File: config.mk
export PLATFORM = sky130hd
export DESIGN_NAME = keypress_beep_mixer
export DESIGN_NICKNAME = d
export VERILOG_FILES = /design/src/rtl/kbm_pkg.sv /design/src/rtl/kbm_tone.sv /design/src/rtl/kbm_mix.sv /design/src/rtl/keypress_beep_mixer.sv
export SDC_FILE = /design/constraint.sdc
export NUM_CORES = 1
export LEC_CHECK = 0
export ABC_AREA = 1
export BUFFER_PORTS_ARGS = -buffer_cell sky130_fd_sc_hd__buf_2
export CAP_MARGIN = 20
export CORE_ASPECT_RATIO = 1.2
export CORE_MARGIN = 2
export CORE_UTILIZATION = 27
export CTS_CLUSTER_DIAMETER = 80
export CTS_CLUSTER_SIZE = 40
export DETAILED_ROUTE_END_ITERATION = 10
export SETUP_SLACK_MARGIN = 0.4
export SLEW_MARGIN = 20
export SYNTH_ARGS = -nofsm -noshare
export SYNTH_HDL_FRONTEND = slang
export SYNTH_SLANG_ARGS = --single-unit
export TNS_END_PERCENT = 5
File: constraint.sdc
create_clock -name clk -period 12.66 [get_ports clk]
set_clock_uncertainty 0.05 [all_clocks]
set_input_delay 0.633 -clock clk [delete_from_list [all_inputs] [get_ports clk]]
set_output_delay 0.633 -clock clk [all_outputs]
set_load 0.01 [all_outputs]
File: src/rtl/kbm_pkg.sv
// Shared types, constants and envelope helper for the keypress beep mixer.
package kbm_pkg;

  // Beep timing and level
  localparam int HALF_PERIOD = 20;
  localparam int BEEP_LENGTH = 2400;
  localparam int FADE_LENGTH = 240;
  localparam int PEAK_LEVEL  = 6000;

  // Widths: the sample width, and widths derived from the timing and level constants
  localparam int SMP_W = 16;
  localparam int SR_W  = $clog2(BEEP_LENGTH + 1);
  localparam int HP_W  = $clog2(HALF_PERIOD + 1);
  localparam int ENV_W = $clog2(FADE_LENGTH + 1);
  localparam int FR_W  = $clog2(FADE_LENGTH + 1);
  localparam int MAG_W = $clog2(PEAK_LEVEL + 1);

  // Level step per envelope unit: quotient and remainder of PEAK / FADE
  localparam logic [MAG_W-1:0] Q_INC   = MAG_W'(PEAK_LEVEL / FADE_LENGTH);
  localparam logic [FR_W-1:0]  R_INC   = FR_W'(PEAK_LEVEL % FADE_LENGTH);
  localparam logic [FR_W-1:0]  FADE_FR = FR_W'(FADE_LENGTH);

  localparam logic [SR_W-1:0]  SR_START  = SR_W'(BEEP_LENGTH);
  localparam logic [HP_W-1:0]  HP_RELOAD = HP_W'(HALF_PERIOD - 1);

  localparam logic signed [SMP_W-1:0] SMP_MAX = 16'sh7FFF;
  localparam logic signed [SMP_W-1:0] SMP_MIN = 16'sh8000;

  // One input transfer
  typedef struct packed {
    logic                    start_beep;
    logic signed [SMP_W-1:0] left_in;
    logic signed [SMP_W-1:0] right_in;
  } kbm_in_t;

  // One result transfer
  typedef struct packed {
    logic signed [SMP_W-1:0] left_out;
    logic signed [SMP_W-1:0] right_out;
    logic                    beep_active;
  } kbm_out_t;

  // Tone generator to mixer
  typedef struct packed {
    logic                    active;
    logic signed [SMP_W-1:0] level;
  } kbm_tone_t;

  // Trapezoid envelope for a given count of samples remaining
  function automatic logic [ENV_W-1:0] kbm_env(input logic [SR_W-1:0] s);
    logic [SR_W-1:0] elapsed;
    logic [SR_W-1:0] env;
    elapsed = (s <= SR_START) ? (SR_START - s) : '0;
    env     = (elapsed < s) ? elapsed : s;
    if (env > SR_W'(FADE_LENGTH) && FADE_LENGTH < (1 << SR_W)) begin
      return ENV_W'(FADE_LENGTH);
    end
    return ENV_W'(env);
  endfunction

endpackage

File: src/rtl/kbm_tone.sv
// Beep state: duration counter, square wave phase and incremental envelope level.
module kbm_tone import kbm_pkg::*; (
  input  logic      clk,
  input  logic      rst_n,
  input  logic      advance,
  input  logic      start_beep,
  output kbm_tone_t tone
);

  logic [SR_W-1:0]  sr_r,  sr_nxt;
  logic [HP_W-1:0]  hp_r,  hp_nxt;
  logic             pol_r, pol_nxt;
  logic [MAG_W-1:0] mag_r, mag_nxt;
  logic [FR_W-1:0]  rem_r, rem_nxt;

  logic [SR_W-1:0]  sr_cur;
  logic [HP_W-1:0]  hp_cur;
  logic             pol_cur;
  logic [MAG_W-1:0] mag_cur;
  logic [FR_W-1:0]  rem_cur;
  logic             active;
  logic [ENV_W-1:0] env_now, env_next;
  logic [FR_W:0]    rem_up, rem_dn;
  logic [SMP_W-1:0] mag_ext;

  // A start restarts everything before the sample is handled
  always_comb begin
    sr_cur  = start_beep ? SR_START : sr_r;
    hp_cur  = start_beep ? '0 : hp_r;
    pol_cur = start_beep ? 1'b0 : pol_r;
    mag_cur = start_beep ? '0 : mag_r;
    rem_cur = start_beep ? '0 : rem_r;
    active  = (sr_cur != '0);
  end

  // Square wave phase
  always_comb begin
    pol_nxt = pol_cur;
    hp_nxt  = hp_cur;
    if (active) begin
      if (hp_cur == '0) begin
        pol_nxt = ~pol_cur;
        hp_nxt  = HP_RELOAD;
      end else begin
        hp_nxt = hp_cur - 1'b1;
      end
    end
  end

  // Level tracks PEAK*env/FADE as quotient and remainder; env moves by at most one
  always_comb begin
    env_now  = kbm_env(sr_cur);
    env_next = kbm_env(sr_cur - 1'b1);
    rem_up   = {1'b0, rem_cur} + {1'b0, R_INC};
    rem_dn   = {1'b0, rem_cur} - {1'b0, R_INC};
    mag_nxt  = mag_cur;
    rem_nxt  = rem_cur;
    sr_nxt   = sr_cur;
    if (active) begin
      sr_nxt = sr_cur - 1'b1;
      if (env_next > env_now) begin
        if (rem_up >= {1'b0, FADE_FR}) begin
          rem_nxt = FR_W'(rem_up - {1'b0, FADE_FR});
          mag_nxt = mag_cur + Q_INC + 1'b1;
        end else begin
          rem_nxt = rem_up[FR_W-1:0];
          mag_nxt = mag_cur + Q_INC;
        end
      end else if (env_next < env_now) begin
        if (rem_cur < R_INC) begin
          rem_nxt = FR_W'(rem_dn + {1'b0, FADE_FR});
          mag_nxt = mag_cur - Q_INC - 1'b1;
        end else begin
          rem_nxt = rem_dn[FR_W-1:0];
          mag_nxt = mag_cur - Q_INC;
        end
      end
    end
  end

  // Signed tone level for this sample
  always_comb begin
    mag_ext     = SMP_W'(mag_cur);
    tone.active = active;
    tone.level  = pol_nxt ? signed'(mag_ext) : -signed'(mag_ext);
  end

  // State register, updated once per handled sample
  always_ff @(posedge clk) begin
    if (!rst_n) begin
      sr_r  <= '0;
      hp_r  <= '0;
      pol_r <= 1'b0;
      mag_r <= '0;
      rem_r <= '0;
    end else if (advance) begin
      sr_r  <= sr_nxt;
      hp_r  <= hp_nxt;
      pol_r <= pol_nxt;
      mag_r <= mag_nxt;
      rem_r <= rem_nxt;
    end
  end

endmodule

File: src/rtl/kbm_mix.sv
// Muting and saturating addition of the beep tone to both channels.
module kbm_mix import kbm_pkg::*; (
  input  kbm_in_t   smp,
  input  logic      muted,
  input  kbm_tone_t tone,
  output kbm_out_t  result
);

  logic signed [SMP_W-1:0] left_src, right_src, add;
  logic signed [SMP_W:0]   left_sum, right_sum;

  // Muted input becomes silence; an idle beep adds nothing
  always_comb begin
    left_src  = muted ? '0 : smp.left_in;
    right_src = muted ? '0 : smp.right_in;
    add       = tone.active ? tone.level : '0;
    left_sum  = {left_src[SMP_W-1], left_src} + {add[SMP_W-1], add};
    right_sum = {right_src[SMP_W-1], right_src} + {add[SMP_W-1], add};
  end

  // Clamp to 16 bits when the two top bits disagree
  always_comb begin
    if (left_sum[SMP_W] != left_sum[SMP_W-1]) begin
      result.left_out = left_sum[SMP_W] ? SMP_MIN : SMP_MAX;
    end else begin
      result.left_out = left_sum[SMP_W-1:0];
    end
    if (right_sum[SMP_W] != right_sum[SMP_W-1]) begin
      result.right_out = right_sum[SMP_W] ? SMP_MIN : SMP_MAX;
    end else begin
      result.right_out = right_sum[SMP_W-1:0];
    end
    result.beep_active = tone.active;
  end

endmodule

File: src/rtl/keypress_beep_mixer.sv
// Top level of the keypress beep mixer: transfer registers, mute register, tone and mixer.
//
// Usage:
//   Input channel (in_valid / in_stall / in_data) carries one stereo sample
//   and a start flag per transfer. A set start flag restarts the beep before
//   that sample is mixed. Result channel (out_valid / out_stall / out_data)
//   returns exactly one mixed, saturated sample per input transfer, in order.
//   cfg_wr_en / cfg_wr_data write the mute bit; write it only while idle.
// Timing:
//   One input register, then the beep state update and mixing between that
//   register and the result register. One transfer is accepted every cycle
//   while the result side keeps up.
// Reset:
//   rst_n (synchronous, active low) clears both pipeline valids, the mute bit
//   and the beep state, so no beep is playing after reset.
// Stall:
//   When out_stall holds a waiting result, the input register keeps its sample
//   and in_stall rises only if that register is also full; beep state advances
//   only when a sample moves into the result register.
module keypress_beep_mixer import kbm_pkg::*; (
  input  logic     clk,
  input  logic     rst_n,
  input  logic     in_valid,
  output logic     in_stall,
  input  kbm_in_t  in_data,
  output logic     out_valid,
  input  logic     out_stall,
  output kbm_out_t out_data,
  input  logic     cfg_wr_en,
  input  logic     cfg_wr_data
);

  logic      s1_valid_r;
  kbm_in_t   s1_data_r;
  logic      out_valid_r;
  kbm_out_t  out_data_r;
  logic      muted_r;
  logic      out_free;
  logic      advance;
  kbm_tone_t tone;
  kbm_out_t  mix_result;

  // Handshake: result register frees when empty or being taken
  assign out_free = !out_valid_r || !out_stall;
  assign advance  = s1_valid_r && out_free;
  assign in_stall = s1_valid_r && !out_free;

  kbm_tone u_tone (
    .clk        (clk),
    .rst_n      (rst_n),
    .advance    (advance),
    .start_beep (s1_data_r.start_beep),
    .tone       (tone)
  );

  kbm_mix u_mix (
    .smp    (s1_data_r),
    .muted  (muted_r),
    .tone   (tone),
    .result (mix_result)
  );

  // Control: valids and mute register
  always_ff @(posedge clk) begin
    if (!rst_n) begin
      s1_valid_r  <= 1'b0;
      out_valid_r <= 1'b0;
      muted_r     <= 1'b0;
    end else begin
      if (!in_stall) begin
        s1_valid_r <= in_valid;
      end
      if (out_free) begin
        out_valid_r <= s1_valid_r;
      end
      if (cfg_wr_en) begin
        muted_r <= cfg_wr_data;
      end
    end
  end

  // Payload registers
  always_ff @(posedge clk) begin
    if (in_valid && !in_stall) begin
      s1_data_r <= in_data;
    end
    if (advance) begin
      out_data_r <= mix_result;
    end
  end

  assign out_valid = out_valid_r;
  assign out_data  = out_data_r;

endmodule
==> flow_summary.toml <==
[status]
status = "finished, final reports clean"

[worst_setup_path]
cp_slowest_stage_delay_ns = 0.96
critPathKind = "reg2reg"
critPathSlowestCell = "edfxtp_1"
cp.required_ns = 12.89
critical_path.most_common_cell = "nand2_1"
cp_max_fo = 23
arrival_ns = 7.58
cp-end-kind = "flop"
startpoint_type = "flop"

[drt]
via_per_inst = 4.80
routed_wl_mm = 22.8
ant_nets = 0
drt_iter0_drc = 419
wl_per_cell_um = 13.7
route.detailed.drc = 0
drtPass1Iterations = 5
via_count = 8019

[grt]
grt_pass1_wl_mm = 37.3
grt_overflow_total = 0
met2_usage = 0.251
grt_use_met1 = 0.164
antenna_found_initial = 0
busiest_layer = "met2"
grtUsageMet3 = 0.0171
grt_pass1_vias = 7694
track_usage = 0.137
grt_max_degree = 59

[placement]
gp_congestion = 0.934
port_buffers = 73
dp_hpwl_mm = 17.6
place_ws_ns = 5.43
place_area_sq_mm = 0.00933

[yosys]
netlist_area_sq_mm = 0.00856
ys_seq_area_frac = 0.321
synth_edf_count = 66
synth_top_flop_cell = "edfxtp_1"
ys_warn_count = 0
synth_nets = 1299
synth.distinct_cells = 59
netlist_instances = 1203
synthArstFlopShare = 0
syn_area_per_cell_sq_um = 7.11
ys_seq_elements = 104

[job]
drv_cap = 0

[pwr]
combPwrFrac = 0.543
ir_drop_v = 0.0000987
powerDensity_mw_per_mm2 = 176
swShare = 0.454
seq_power_share = 0.287
p_clk_frac = 0.170
p_leak_nw = 4.51
p_int_mw = 0.929
p_sw_mw = 0.773

[sta]
finalSetupViolations = 0
max_slew_margin = 0.299
setup_tns_ns = 0
setup_ws_ns = 5.31
fmax_ghz = 0.136
tightest_slew_ns = 1.05
finalHoldViolCount = 0
min_period_over_period = 0.581
period_needed_ns = 7.35
finalMaxSlewViolations = 0
rsz0062_at_grt = "false"

[clock_tree]
cts.clk_slew.worst_paths_ns = 0.07
clock_sinks = 104
cts_hold_buffers = 0
clk-insertion-delay-late_ns = 0.35
htreeDepth = 3
cts_tree = "yes"
cts_resized = 0
clockBufferDepth = 2
cts_buffers = 9
clockRootBuffer = "clkbuf_16"
cts_setup_buffers = 0

[die]
die_x_um = 167
io_pins = 74
initial_core_util = 0.274
dieArea_sq_mm = 0.0331
core_sq_mm = 0.0313
dieHeight_um = 199
core.rowCount = 71

[worst_hold_path]
worstHoldPathType = "in2reg"

[layout]
fillers = 3373
multi_input_area_sq_mm = 0.00499
final_util = 0.309
syn_to_final_growth_pct = 12.8
drive_gt1_frac = 0.124
nNetsFinal = 1359
ff_latch_area_sq_mm = 0.00274
final_cell_area_sq_mm = 0.00965
antenna_cells = 0
==> layout by cell type (no fill, tap or decap), drive strengths merged, types with 11 or more instances in the layout <==
cell	instances
nor3	21
o21ai	122
dfxtp	38
xor2	36
nor2	154
nand2	246
nand3	69
inv	186
edfxtp	66
a31oi	11
buf	79
ha	55
a21oi	94
==> worst max-delay path: cells and delay by family, from the launching register on <==
kind                       cells  cell delay (ns)
adders and majority gates      3             0.83
and+or+nand+nor               25             3.37
DFF                            1             0.96
AOI/OAI and AO/OA              5             0.94
buffers and inverters          7             1.08
==> flip-flops by register name, summed over array words and instances (netlist names) <==
signal        count
u_tone.mag_r     13
muted_r           1
u_tone.sr_r      12
u_tone.rem_r      4
u_tone.pol_r      1
s1_valid_r        1
s1_data_r        33
out_valid         1
u_tone.hp_r       5
out_data         33
==> worst paths after layout <==
check               endpoint            start  slack [ns]  depth (start not counted)
max reg2reg  u_tone.mag_r[6]    s1_data_r[32]        5.31                         40
max          u_tone.mag_r[6]    s1_data_r[32]        5.31                         40
min            s1_data_r[10]      in_data[10]        0.40                          1
min reg2reg  u_tone.mag_r[1]  u_tone.mag_r[1]        0.42                          2
==> kinds of logic after synthesis <==
| kind of cell | synth area share |
|---|---|
| AND/OR/NAND/NOR | 0.270 |
| AO/OA/AOI/OAI | 0.183 |
| buffers and inverters | 0.0974 |
| flip-flops | 0.321 |
| adder cells (fa/ha/maj) | 0.0851 |
| XOR/XNOR | 0.0440 |
==> metrics by stage <==
stage                     total power, mW  cells  hold slack (ns)
after floorplan                      1.17   1203            0.390
after global placement               1.41   1652            0.404
after detailed placement             1.41   1652            0.406
after CTS                            1.71   1668            0.386
after global routing                 1.86   1669            0.382
final                                1.70   1669            0.399
==> metal layers <==
layer / vias to the layer above / part of all wire
met4: 0 / 0.029
met5: - / 0
met1: 3647 / 0.43
li1: 4135 / -
met2: 204 / 0.50
met3: 33 / 0.041
==> synth_stat cells (all sizes together) (21+ instances only) <==
cell type / number / area share
o21ai: 122 / 0.074
a21oi: 94 / 0.055
xor2: 36 / 0.037
nand2: 246 / 0.12
nor3: 21 / 0.013
inv: 183 / 0.081
clkbuf: 24 / 0.011
dfxtp: 38 / 0.089
ha: 55 / 0.080
nor2: 154 / 0.079
edfxtp: 66 / 0.23
nand3: 69 / 0.042
==> final cells by class <==
type / instances / area share
multi-input cells: 885 / 0.517
clock inverters: 6 / 0.00791
flip-flops and latches: 104 / 0.284
inverters: 184 / 0.0718
clock buffers: 10 / 0.0237
repair buffers: 79 / 0.0433
well taps: 401 / 0.0520
==> power groups by stage <==
stage / clock network (mW) / logic (mW) / registers (mW)
4_1_cts: 0.300 / 0.922 / 0.491
3_5_place_dp: 0 / 0.912 / 0.497
6_report: 0.290 / 0.923 / 0.489
5_1_grt: 0.314 / 1.05 / 0.496
2_1_floorplan: 0 / 0.663 / 0.508
3_3_place_gp: 0 / 0.910 / 0.497
Note: power is estimated with default switching activity, not from simulation.
